===== config.mk =====
export PLATFORM = sky130hd
export DESIGN_NAME = stc_scan
export DESIGN_NICKNAME = d
export VERILOG_FILES = /design/src/design/stc_pkg.sv /design/src/design/stc_scan.sv
export SDC_FILE = /design/constraint.sdc
export NUM_CORES = 1
export LEC_CHECK = 0
export ABC_AREA = 1
export ABC_CLOCK_PERIOD_IN_PS = 19500
export BUFFER_PORTS_ARGS = -buffer_cell sky130_fd_sc_hd__buf_2
export CORE_UTILIZATION = 30
export DETAILED_ROUTE_END_ITERATION = 8
export GPL_TIMING_DRIVEN = 0
export PLACE_DENSITY = 0.48
export REMOVE_ABC_BUFFERS = 1
export SLEW_MARGIN = 20
export SYNTH_ARGS = -nofsm -noshare
export SYNTH_HDL_FRONTEND = slang
export SYNTH_SLANG_ARGS = --single-unit

===== constraint.sdc =====
create_clock -name clk -period 19.5 [get_ports clk]
set_clock_uncertainty 0.2 [all_clocks]
set_input_delay 3.9 -clock clk [delete_from_list [all_inputs] [get_ports clk]]
set_output_delay 3.9 -clock clk [all_outputs]
set_load 0.005 [all_outputs]

===== src/design/stc_pkg.sv =====
// ----------------------------------------------------------------------------
// stc_pkg: shared types and constants of the nine-point stencil
// Sizes, configuration register indexes and the records passed between the
// scan counter, the line store, the window stage and the multiply-add pipe.
// ----------------------------------------------------------------------------
package stc_pkg;

	localparam int MAX_COLS       = 1024;
	localparam int SAMPLE_BITS    = 16;
	localparam int COEF_BITS      = 16;
	localparam int COEF_FRAC_BITS = 14;
	localparam int TAPS           = 9;
	localparam int LINE_DEPTH     = MAX_COLS + 2;
	localparam int ADDR_BITS      = $clog2(LINE_DEPTH);

	localparam int CFG_DATA_BITS  = 3 * COEF_BITS;
	localparam int CFG_INDEX_BITS = 3;
	localparam int COL_CFG_BITS   = 11;
	localparam int ROW_CFG_BITS   = 16;
	localparam int ROW_POS_BITS   = ROW_CFG_BITS + 1;
	localparam int OUT_ROW_BITS   = 16;
	localparam int OUT_COL_BITS   = 10;

	localparam int PROD_BITS = SAMPLE_BITS + COEF_BITS;
	localparam int PART_BITS = PROD_BITS + 2;
	localparam int ACC_BITS  = PROD_BITS + 4;
	localparam int RES_BITS  = ACC_BITS - COEF_FRAC_BITS;

	typedef enum logic [CFG_INDEX_BITS-1:0] {
		REG_COEF_TOP    = 3'd0,
		REG_COEF_MIDDLE = 3'd1,
		REG_COEF_BOTTOM = 3'd2,
		REG_COLS        = 3'd3,
		REG_ROWS        = 3'd4
	} cfg_reg_t;

	typedef logic signed [SAMPLE_BITS-1:0] sample_t;
	typedef logic signed [COEF_BITS-1:0]   coef_t;
	typedef logic signed [PROD_BITS-1:0]   prod_t;

	// coordinates carried with each result
	typedef struct packed {
		logic [OUT_ROW_BITS-1:0] out_row;
		logic [OUT_COL_BITS-1:0] out_col;
		logic                    last;
	} meta_t;

	// placement of one accepted beat in the padded frame
	typedef struct packed {
		logic [COL_CFG_BITS-1:0] col;
		logic                    produce;
		meta_t                   meta;
	} pos_t;

endpackage


===== src/design/stc_scan.sv =====
// ----------------------------------------------------------------------------
// stc_scan: padded-frame position counter
// Places each accepted beat in the padded frame, wraps rows and frames and
// tells whether the beat completes a window over an interior point.
// ----------------------------------------------------------------------------
module stc_scan import stc_pkg::*; (
	input  logic                    clk,
	input  logic                    arst_n,
	input  logic                    accept,
	input  logic [COL_CFG_BITS-1:0] cols,
	input  logic [ROW_CFG_BITS-1:0] rows,
	output pos_t                    pos
);

	logic [COL_CFG_BITS-1:0] col_q;
	logic [ROW_POS_BITS-1:0] row_q;
	logic [COL_CFG_BITS-1:0] cols_eff;
	logic [ROW_POS_BITS-1:0] rows_eff;
	logic [COL_CFG_BITS-1:0] width;
	logic [ROW_POS_BITS-1:0] height;
	logic [COL_CFG_BITS-1:0] c;
	logic [ROW_POS_BITS-1:0] r_wrap;
	logic [ROW_POS_BITS-1:0] r;
	logic [COL_CFG_BITS-1:0] c_dec;
	logic [ROW_POS_BITS-1:0] r_dec;

	// clamp the configured frame size
	always_comb begin
		cols_eff = cols;
		if (cols == '0)
			cols_eff = COL_CFG_BITS'(1);
		else if (cols > COL_CFG_BITS'(MAX_COLS))
			cols_eff = COL_CFG_BITS'(MAX_COLS);
		rows_eff = (rows == '0) ? ROW_POS_BITS'(1) : ROW_POS_BITS'(rows);
		width    = cols_eff + COL_CFG_BITS'(2);
		height   = rows_eff + ROW_POS_BITS'(2);
	end

	// fold a stale position into the current frame size
	always_comb begin
		if (col_q >= width) begin
			c      = '0;
			r_wrap = row_q + ROW_POS_BITS'(1);
		end else begin
			c      = col_q;
			r_wrap = row_q;
		end
		r     = (r_wrap >= height) ? '0 : r_wrap;
		c_dec = c - COL_CFG_BITS'(2);
		r_dec = r - ROW_POS_BITS'(2);
	end

	assign pos.col          = c;
	assign pos.produce      = (r >= ROW_POS_BITS'(2)) && (c >= COL_CFG_BITS'(2));
	assign pos.meta.out_row = r_dec[OUT_ROW_BITS-1:0];
	assign pos.meta.out_col = c_dec[OUT_COL_BITS-1:0];
	assign pos.meta.last    = (r == height - ROW_POS_BITS'(1)) &&
	                          (c == width - COL_CFG_BITS'(1));

	// advance one column per beat, wrap at row and frame end
	always_ff @(posedge clk or negedge arst_n) begin
		if (!arst_n) begin
			col_q <= '0;
			row_q <= '0;
		end else if (accept) begin
			if (c + COL_CFG_BITS'(1) >= width) begin
				col_q <= '0;
				row_q <= (r + ROW_POS_BITS'(1) >= height) ? '0 : r + ROW_POS_BITS'(1);
			end else begin
				col_q <= c + COL_CFG_BITS'(1);
				row_q <= r;
			end
		end
	end

endmodule


* Word-level counts from Yosys, hierarchy flattened
Index checks and enable logic that the tools add are counted.
** Word-level totals
- Register bits :: 28
- Input port bits :: 30
- Logic and storage cells :: 33
** Operators by class
- Add/subtract/negate cells :: 9
- $lt $le $gt $ge :: 7
- Equality and inequality tests :: 2
- Muxes and demuxes :: 9
- Reduce and logical (&&, ||, !) cells :: 4
** Operators with widths (number)
- two-way mux 17 bit :: 4
- two-way mux 11 bit :: 4
- adder 17 x 1 -> 17 bit (second input constant) :: 2
- >= comparator 17 bit :: 2
- >= comparator 11 bit :: 2
- adder 16 x 2 -> 17 bit (second input constant) :: 1
- == test 17 bit :: 1
- >= comparator 17 x 2 -> 1 bit (second input constant) :: 1
- subtractor 17 x 1 -> 17 bit (second input constant) :: 1
- logical NOT 16 bit :: 1
- two-way mux 16 bit :: 1
- subtractor 16 x 2 -> 16 bit (second input constant) :: 1
- adder 11 x 1 -> 11 bit (second input constant) :: 1
- adder 11 x 2 -> 11 bit (second input constant) :: 1
- == test 11 bit :: 1
- >= comparator 11 x 2 -> 1 bit (second input constant) :: 1
- greater-than comparator 11 bit (second input constant) :: 1
- logical NOT 11 bit :: 1
- subtractor 11 x 1 -> 11 bit (second input constant) :: 1
- subtractor 10 x 2 -> 10 bit (second input constant) :: 1
- logical AND 1 bit :: 2

* Depth between registers and ports, before layout
Gate-level depths: netlist of the first run.
- Depth in word-level cells :: 12
- Gate-level depth with buffers :: 56
- Mapped depth without buffers :: 53

* Worst setup path before layout of the first run
Ideal clock, no wire load.
- Kind :: input -> output
- Start :: input port cols[9]
- End :: output port pos[27] in the netlist's numbering
- Arrival time :: 9.263 ns
- Setup slack :: 6.137 ns
- Stages on the path :: 41
- Buffers on the path :: 2
- Cell sequence :: nor2_1 nand3_1 nor2_1 nor2_1 nor2_1 ha_1 inv_1 nand3_1 nand2_1 inv_1 ha_1 a41oi_1 o211ai_1 nand3_1 nand2_1 nand2_1 nor2_1 nand2_2 (+5 left out) ha_1 a21oi_1 o21ai_0 o21ai_0 a211oi_1 o21ai_0 nand2_1 a31oi_2 buf_2 o211ai_2 ha_1 nand2_1 nor2_2 nand4_1 nor2_1 nand3_1 nor2_1 a21oi_1
** RTL lines
- start, declared :: line stc_scan.sv:10 : input logic [COL_CFG_BITS-1:0] cols,
- end, declared :: line stc_scan.sv:12 : output pos_t pos

==> impl_metrics.env, run 1 <==
export IMPL_setup_violations=0
export IMPL_relSlewSlack_pct=42.9
export IMPL_drv_slew=0
export IMPL_cts_resized_gates=0
export IMPL_cts_tree="yes"
export IMPL_initial_utilization_pct=30.7
export IMPL_critPathKind="input pin to output port"
export IMPL_cts_max_level=1
export IMPL_fin_cells=1346
export IMPL_p_leak_nw=3.64
export IMPL_wire_per_inst_um=15.0
export IMPL_cts_sinks=28
export IMPL_async_flop_share_pct=100
export IMPL_timing_final_crit_share_pct=75.2
export IMPL_rows=52
export IMPL_synth_edf_count=0
export IMPL_nets=1168
export IMPL_hold_violations=0
export IMPL_place_area_um2=6800
export IMPL_avgViaCountPerCell=4.84
export IMPL_grt_util_all_layers_pct=19.4
export IMPL_max_freq_mhz=68.2
export IMPL_ys_warn_count=0
export IMPL_post_cts_buffers=0
export IMPL_critPathSlowestCell="a31oi_4"
export IMPL_synth_area_leaders="nand2_1, ha_1, dfrtp_1"
export IMPL_arrival_ns=10.57
export IMPL_grt_max_degree=40
export IMPL_clkSlewWorstSetupHoldPaths_ns=0.08
export IMPL_syn_inst=1020
export IMPL_outcome="completed"
export IMPL_drive_above_1_share_pct=14.9
export IMPL_required_ns=15.40
export IMPL_grt_pass1_wl_um=32800
export IMPL_syn2layout_area_growth_pct=11.4
export IMPL_grt_pass1_vias=6167
export IMPL_final_area_um2=6910
export IMPL_fin_tns_setup_ns=0
export IMPL_first_pass_iters=5
export IMPL_drt_iter0_drc=390
export IMPL_tightestPinTransition_ns=0.856
export IMPL_core_area_um2=20200
export IMPL_cap_violations=0
export IMPL_synthFlopType="dfrtp_1"
export IMPL_p_total_mw=1.19
export IMPL_numCtsBuffers=3
export IMPL_dpl_hpwl_um=16300
export IMPL_fillers=2287
export IMPL_ys_seq_elements=28
export IMPL_ant_nets=0
export IMPL_power_density_nw_per_um2=173
export IMPL_fp_dieW_um=146
export IMPL_cpMostUsedCell="nor2_1"
export IMPL_drt_total_wl_um=20100
export IMPL_synth_most_common_cell="nand2_1"
export IMPL_cp_max_fo=36
export IMPL_place_inst=1342
export IMPL_diodes=0
export IMPL_yosys_top_cells_count="nand2_1, inv_1, nand3_1"
export IMPL_syn_cell_area_um2=6200
export IMPL_overflow=0
export IMPL_cp_start_kind="input pin"
export IMPL_clock_latency_ns=0.29
export IMPL_synth_top_area_share_pct=16.2
export IMPL_peakVddDrop_uv=63.7
export IMPL_port_buffers=68
export IMPL_clk_path_buf_depth=2
export IMPL_final_core_util_pct=34.1
export IMPL_yosysSeqAreaShare_pct=11.3
export IMPL_avgSynthCellArea_um2=6.08
export IMPL_globalplace_congestion=0.839
export IMPL_min_period_ns=14.67
export IMPL_rsz0062_at_grt="false"
export IMPL_regArea_um2=701
export IMPL_yosysTopAreaCell="nand2_1"
export IMPL_hold_buffers=0
export IMPL_drcViolationCount=0
export IMPL_die_y_um=146
export IMPL_hp_class="register to register"
export IMPL_num_vias=6509
export IMPL_synth_cell_types=54
export IMPL_cpPeakStageDelay_ns=0.46
export IMPL_antenna_found_initial=0
export IMPL_dieArea_um2=21300
export IMPL_cp_end_kind="output port"
export IMPL_clockRootBuffer="clkbuf_16"
export IMPL_multi_input_area_um2=4800
export IMPL_ios=69
## registers in the layout, indices dropped and copies added (netlist names)
| register | count |
|---|---|
| row_q | 17 |
| col_q | 11 |
## path summary, 6_finish.rpt
path | from | to | slack [ns] | cells past startpoint
max in group asynchronous | arst_n | row_q[13] | 15.12 | 1
worst max register to register | col_q[2] | row_q[8] | 11.63 | 45
worst max-delay path | cols[5] | pos[27] | 4.83 | 42
worst min-delay path | row_q[16] | row_q[16] | 0.30 | 2
worst min register to register | row_q[16] | row_q[16] | 0.30 | 2
min in group asynchronous | arst_n | col_q[5] | 3.48 | 1
## final cells by class
cell class                      count  share of cell area (%)
Clock buffer                        3                    1.09
Clock inverter                      1                   0.435
Tap cell                          270                    4.89
Timing Repair Buffer               69                    5.14
Multi-Input combinational cell    813                    69.5
Inverter                          162                    8.80
Sequential cell                    28                    10.1
## logic make-up (layout without fill, tap and decap cells)
group	after synthesis	in the layout	synth area share, %
xor+xnor	83	83	11.8
simple gates	573	573	43.4
compound gates	96	96	9.72
buf+inv	179	235	11.5
flops	28	28	11.3
fa+ha+maj	61	61	12.3
## critical path: cells and delay by family
family | cells | cell delay [ns]
buffers and inverters | 6 | 0.82
adder cells (fa/ha/maj) | 4 | 1.15
AND/OR/NAND/NOR | 24 | 2.93
AO/OA/AOI/OAI | 8 | 1.76
## metal layers
metal	vias to the layer above	global-route usage, %	routed length [µm]
met5	-	0	0
met1	2958	29.6	10600
met3	11	1.13	768
met4	0	4.79	335
met2	147	29.3	8420
li1	3393	-	-
## power by group
group          switching [mW]  internal (mW)
clock network          0.0273         0.0412
logic                   0.662          0.358
registers              0.0242         0.0799
## through the flow
stage	worst slack [ns]	hold slack [ns]
finish	4.83	0.300
global route	4.07	0.332
CTS	4.82	0.296
detailed placement	4.84	0.275
global placement	3.82	0.269
floorplan	5.92	0.249
## cell usage in the layout (no fill, tap or decap), types with 4 or more instances in the layout
cell type,n
nor3_1,18
o22ai_1,15
nand3_4,4
nor2_2,20
nand2_1,268
xnor2_1,11
nand3_1,102
nor4_1,7
inv_1,140
nand2_2,14
o21bai_1,4
nor2_1,91
nand4_1,21
xor2_1,71
nor2_4,8
a21oi_1,21
a211oi_1,5
o21ai_1,8
dfrtp_1,28
o21ai_0,25
ha_1,61
inv_2,21
buf_2,68
(Power assumes the default switching activity.)
==> run 2: changes to the inputs <==
- ABC_AREA: 1 -> 0
- ABC_CLOCK_PERIOD_IN_PS: 19500 -> 15400
- clock period: 19.5 -> 15.4 ns (I/O delays scaled with it)
==> impl_metrics.env, run 2 <==
export IMPL_cap_violations=0
export IMPL_core_area_um2=21000
export IMPL_drcViolationCount=0
export IMPL_most_common_layout_cells="nand2_1, nor2_1, xnor2_1, buf_2, ha_1"
export IMPL_hp_class="register to register"
export IMPL_critPathLaunch="cols[10]"
export IMPL_dpl_hpwl_um=17000
export IMPL_combPwrFrac_pct=80.3
export IMPL_wire_per_inst_um=18.6
export IMPL_cp_start_kind="input pin"
export IMPL_clkPwrFrac_pct=7.1
export IMPL_clk_path_buf_depth=2
export IMPL_synthFlopType="dfrtp_1"
export IMPL_cts_resized_gates=0
export IMPL_drt_total_wl_um=22000
export IMPL_yosys_top_cells_count="nand2_1, nor2_1, xnor2_1"
export IMPL_fillers=2291
export IMPL_critPathSlowestCell="a2111oi_1"
export IMPL_grt_pass1_vias=5947
export IMPL_syn_cell_area_um2=6390
export IMPL_first_pass_iters=5
export IMPL_cts_sinks=28
export IMPL_numCtsBuffers=3
export IMPL_synth_edf_count=0
export IMPL_die_y_um=148
export IMPL_r2r_cells=35
export IMPL_cp_max_fo=23
export IMPL_rsz0062_at_grt="false"
export IMPL_post_cts_buffers=0
export IMPL_p_total_mw=1.24
export IMPL_globalplace_congestion=0.853
export IMPL_cpMostUsedCell="ha_1"
export IMPL_rows=53
export IMPL_fp_dieW_um=148
export IMPL_max_flop_register="row_q"
export IMPL_min_period_ns=14.78
export IMPL_tightestPinTransition_ns=1.14
export IMPL_top_regs="row_q (17), col_q (11)"
export IMPL_drv_slew=0
export IMPL_clock_latency_ns=0.29
export IMPL_p_leak_nw=2.87
export IMPL_seq_power_share_pct=12.5
export IMPL_worst_setup_path_endpoint="pos[0]"
export IMPL_ios=69
export IMPL_largest_reg_flops=17
export IMPL_peakVddDrop_uv=47.7
export IMPL_synth_top_area_share_pct=11.9
export IMPL_clkSlewWorstSetupHoldPaths_ns=0.08
export IMPL_clockRootBuffer="clkbuf_16"
export IMPL_dieArea_um2=21900
export IMPL_syn_inst=885
export IMPL_r2r_start="col_q[0]"
export IMPL_hold_ws_ns=0.388
export IMPL_ys_seq_elements=28
export IMPL_synth_cell_types=83
export IMPL_p_sw_mw=0.704
export IMPL_max_freq_mhz=67.7
export IMPL_overflow=0
export IMPL_antenna_found_initial=0
export IMPL_drive_above_1_share_pct=12.7
export IMPL_avgSynthCellArea_um2=7.22
export IMPL_hold_path_startpoint="row_q[12]"
export IMPL_final_common_cell="nand2_1"
export IMPL_postLayoutSetupSlackWorst_ns=0.622
export IMPL_yosysSeqAreaShare_pct=11.0
export IMPL_required_ns=12.12
export IMPL_critPathKind="input pin to output port"
export IMPL_final_area_um2=7010
export IMPL_grt_max_degree=44
export IMPL_timing_final_crit_share_pct=96.0
export IMPL_rr_endpoint="row_q[2]"
export IMPL_arrival_ns=11.50
export IMPL_grt_pass1_wl_um=34400
export IMPL_cp_end_kind="output port"
export IMPL_avgViaCountPerCell=5.50
export IMPL_syn2layout_area_growth_pct=9.65
export IMPL_yosysTopAreaCell="ha_1"
export IMPL_outcome="completed"
export IMPL_diodes=0
export IMPL_preCtsSetupSlack_ns=0.434
export IMPL_hold_buffers=0
export IMPL_synth_most_common_cell="nand2_1"
export IMPL_drt_iter0_drc=428
export IMPL_setup_violations=0
export IMPL_async_flop_share_pct=100
export IMPL_cts_max_level=1
export IMPL_ys_warn_count=0
export IMPL_nets=1003
export IMPL_port_buffers=68
export IMPL_power_internal_mw=0.536
export IMPL_r2r_setup_slack_ns=4.29
export IMPL_ant_nets=0
export IMPL_initial_utilization_pct=30.5
export IMPL_synth_area_leaders="ha_1, dfrtp_1, xnor2_1"
export IMPL_power_density_nw_per_um2=177
export IMPL_grt_util_all_layers_pct=20.2
export IMPL_cpPeakStageDelay_ns=1.05
export IMPL_hold_violations=0
export IMPL_num_vias=6521
export IMPL_relSlewSlack_pct=24.0
export IMPL_switching_share_pct=56.8
export IMPL_place_area_um2=6900
export IMPL_cts_tree="yes"
export IMPL_path_cells="buf_2 > nor2b_1 > ha_1 > xnor2_1 > ha_1 > o21ai_0 > nand2b_1 > a221oi_1 > o221ai_1 > nand4_2 > a2111oi_1 > xor2_1 > ha_1 > nand4_1 > a211o_1 > a21oi_1 > or2_2 > nor2_1 > mux2_2 > xnor2_1 > o2111ai_1 > or4_1 > nor4b_1 > buf_2"
[run 2: changes by cell type in the layout (fill, tap and decap cells not counted), sizes merged, moves of 41 or more]
cell / change
inv: -113
nand2: -202
nand3: -58
nor2: -41
xnor2: +65
xor2: -44
[run 2: cells by family after synthesis]
kind of cell,Yosys count,synth area share (%)
xor+xnor,105,14.6
buf+inv,96,6.22
mux,17,2.72
flops,28,11.0
simple gates,374,30.9
compound gates,204,22.6
fa+ha+maj,61,11.9
[run 2: cell type report]
type,instances,area (µm²),area share [%]
clock buffers,3,75.1,1.07
clock inverters,1,30.0,0.428
inverters,49,184,2.62
multi-input cells,761,5310,75.7
flip-flops and latches,28,701,10.0
well taps,275,344,4.91
repair buffers,69,368,5.25
[run 2: per-stage QoR]
| stage | utilization [%] | std cells | setup TNS (ns) |
|---|---|---|---|
| global route | 33.4 | 1186 | 0 |
| finish | 33.4 | 1186 | 0 |
| detailed placement | 32.9 | 1182 | 0 |
| global placement | 32.8 | 1181 | -8.13 |
| CTS | 33.4 | 1186 | 0 |
| floorplan | - | 838 | 0 |
[run 2: worst max-delay path, delay by kind of cell]
family	cells	cell delay, ns
mux	1	0.34
xor+xnor	3	0.65
compound gates	7	3.00
simple gates	8	2.93
buf+inv	2	0.42
fa+ha+maj	3	1.05
[run 2: routing by layer]
metal	share of wire, %	up-vias	global-route usage [%]
met5	0	-	0
met4	1.4	0	3.97
met3	3.6	17	1.39
met2	44	156	31.3
met1	51	3055	30.4
li1	-	3293	-
[run 2: worst min path at each step]
stage | to | slack, ns | cells after the start
3_5_place_dp | row_q[12] | 0.38 | 2
2_1_floorplan | row_q[12] | 0.34 | 2
4_1_cts | row_q[12] | 0.39 | 2
6_report | row_q[12] | 0.39 | 2
3_3_place_gp | row_q[12] | 0.38 | 2
5_1_grt | row_q[12] | 0.42 | 2
[run 2: power by group through the flow]
stage	logic [mW]	clock network, mW	registers, mW
after CTS	0.994	0.0900	0.154
after detailed placement	0.989	0	0.156
final	0.996	0.0882	0.156
after floorplan	0.658	0	0.138
after global routing	1.11	0.0911	0.161
after global placement	0.978	0	0.156
==> run 3: changes to the inputs <==
- CELL_PAD_IN_SITES_DETAIL_PLACEMENT: unset -> 0
- CELL_PAD_IN_SITES_GLOBAL_PLACEMENT: unset -> 1
- PLACE_DENSITY: 0.48 -> 0.61
==> impl_metrics.env, run 3 (same netlist as run 2, synthesis figures left out) <==
export IMPL_antenna_found_initial=0
export IMPL_tightestPinTransition_ns=0.976
export IMPL_switching_share_pct=57.0
export IMPL_core_area_um2=21000
export IMPL_hold_path_startpoint="row_q[15]"
export IMPL_globalplace_congestion=0.817
export IMPL_cpPeakStageDelay_ns=0.68
export IMPL_hold_depth=2
export IMPL_dieArea_um2=21900
export IMPL_combPwrFrac_pct=80.7
export IMPL_arrival_ns=14.24
export IMPL_clockRootBuffer="clkbuf_16"
export IMPL_min_period_ns=14.23
export IMPL_p_sw_mw=0.709
export IMPL_seq_power_share_pct=12.4
export IMPL_drive_above_1_share_pct=13.0
export IMPL_r2r_setup_slack_ns=4.69
export IMPL_grt_util_all_layers_pct=20.8
export IMPL_cpLargestDelayFamily="compound AO/OA/AOI/OAI gates"
export IMPL_largest_reg_flops=17
export IMPL_rows=53
export IMPL_drv_slew=0
export IMPL_drt_iter0_drc=436
export IMPL_hp_class="register to register"
export IMPL_rr_endpoint="row_q[2]"
export IMPL_drcViolationCount=2
export IMPL_cts_max_level=1
export IMPL_place_area_um2=6900
export IMPL_first_pass_iters=7
export IMPL_p_leak_nw=2.87
export IMPL_ios=69
export IMPL_fp_dieW_um=148
export IMPL_die_y_um=148
export IMPL_power_density_nw_per_um2=177
export IMPL_top_regs="row_q (17), col_q (11)"
export IMPL_initial_utilization_pct=30.5
export IMPL_r2r_cells=34
export IMPL_hold_violations=0
export IMPL_avgViaCountPerCell=5.51
export IMPL_rsz0062_at_grt="false"
export IMPL_setup_violations=0
export IMPL_r2r_start="col_q[0]"
export IMPL_numCtsBuffers=3
export IMPL_clkPwrFrac_pct=6.9
export IMPL_grt_max_degree=44
export IMPL_timing_final_crit_share_pct=92.4
export IMPL_diodes=0
export IMPL_cp_end_kind="register"
export IMPL_nets=1003
export IMPL_whs_endpoint="row_q[15]"
export IMPL_clock_latency_ns=0.29
export IMPL_cpMostUsedCell="ha_1"
export IMPL_drt_total_wl_um=22400
export IMPL_critPathKind="input pin to register"
export IMPL_clkSlewWorstSetupHoldPaths_ns=0.09
export IMPL_required_ns=15.41
export IMPL_violations="design-rule violations"
export IMPL_cp_start_kind="input pin"
export IMPL_path_buf_inv=3
export IMPL_num_vias=6540
export IMPL_overflow=0
export IMPL_syn2layout_area_growth_pct=9.83
export IMPL_critPathSlowestCell="nor2_4"
export IMPL_cap_violations=0
export IMPL_relSlewSlack_pct=33.0
export IMPL_crit_cells=38
export IMPL_port_buffers=68
export IMPL_max_freq_mhz=70.3
export IMPL_final_area_um2=7020
export IMPL_most_common_layout_cells="nand2_1, nor2_1, xnor2_1, buf_2, ha_1"
export IMPL_post_cts_buffers=0
export IMPL_cts_sinks=28
export IMPL_dpl_hpwl_um=17400
export IMPL_cp_max_fo=30
export IMPL_wire_per_inst_um=18.8
export IMPL_peakVddDrop_uv=51.5
export IMPL_grt_pass1_wl_um=35800
export IMPL_hold_buffers=0
export IMPL_final_common_cell="nand2_1"
export IMPL_grt_pass1_vias=6180
export IMPL_power_internal_mw=0.535
export IMPL_cts_tree="yes"
export IMPL_outcome="finished with violations"
export IMPL_ant_nets=0
export IMPL_p_total_mw=1.24
export IMPL_clk_path_buf_depth=2
export IMPL_max_flop_register="row_q"
run 3: layout make-up:
type | count | area [µm²]
Tap cell | 275 | 344
Inverter | 49 | 184
Multi-Input combinational cell | 761 | 5330
Clock buffer | 3 | 75.1
Clock inverter | 1 | 30.0
Timing Repair Buffer | 69 | 360
Fill cell | 2362 | 13900
Sequential cell | 28 | 701
run 3: tightest hold or removal path, cell delays in order (launching register included):
cell and delay (ns):
dfrtp_1 0.33, inv_1 0.07, a22oi_2 0.15
run 3: worst max path at each step:
stage               slack, ns  endpoint     from
floorplan                2.46    pos[0]  cols[7]
global placement        -0.85  row_q[2]  cols[7]
global route             0.21  row_q[2]  cols[7]
CTS                      0.71  row_q[2]  cols[7]
finish                   1.17  row_q[2]  cols[6]
detailed placement       0.44  row_q[2]  cols[7]
run 3: repair_timing:
action	4_1_cts	5_1_grt
resized for setup	0	2
endpoints found under the setup margin	0	9
endpoints found under the hold margin	0	0
run 3: through the flow:
| step | utilization [%] | worst slack [ns] | TNS [ns] | instances | hold slack [ns] |
|---|---|---|---|---|---|
| after floorplan | - | 2.46 | 0 | 838 | 0.337 |
| after global placement | 32.8 | -0.847 | -9.12 | 1181 | 0.368 |
| after detailed placement | 32.9 | 0.437 | 0 | 1182 | 0.369 |
| after CTS | 33.4 | 0.706 | 0 | 1186 | 0.387 |
| after global routing | 33.5 | 0.213 | 0 | 1186 | 0.414 |
| final | 33.5 | 1.17 | 0 | 1186 | 0.388 |
run 3: per-layer routing:
layer  global-route usage, %  vias up  share of wire, %  wire length [µm]
met2                    32.3      160                43              9680
met3                    1.67       17               4.5              1020
met4                    4.33        0               1.1               249
li1                        -     3279                 -                 -
met1                    31.1     3084                51             11400
met5                       0        -                 0                 0
run 3: power groups by stage:
stage / clock network [mW] / logic (mW) / registers, mW
floorplan: 0 / 0.658 / 0.138
global placement: 0 / 0.990 / 0.155
CTS: 0.0870 / 1.00 / 0.153
global route: 0.0896 / 1.12 / 0.161
detailed placement: 0 / 0.995 / 0.155
finish: 0.0855 / 1.00 / 0.154
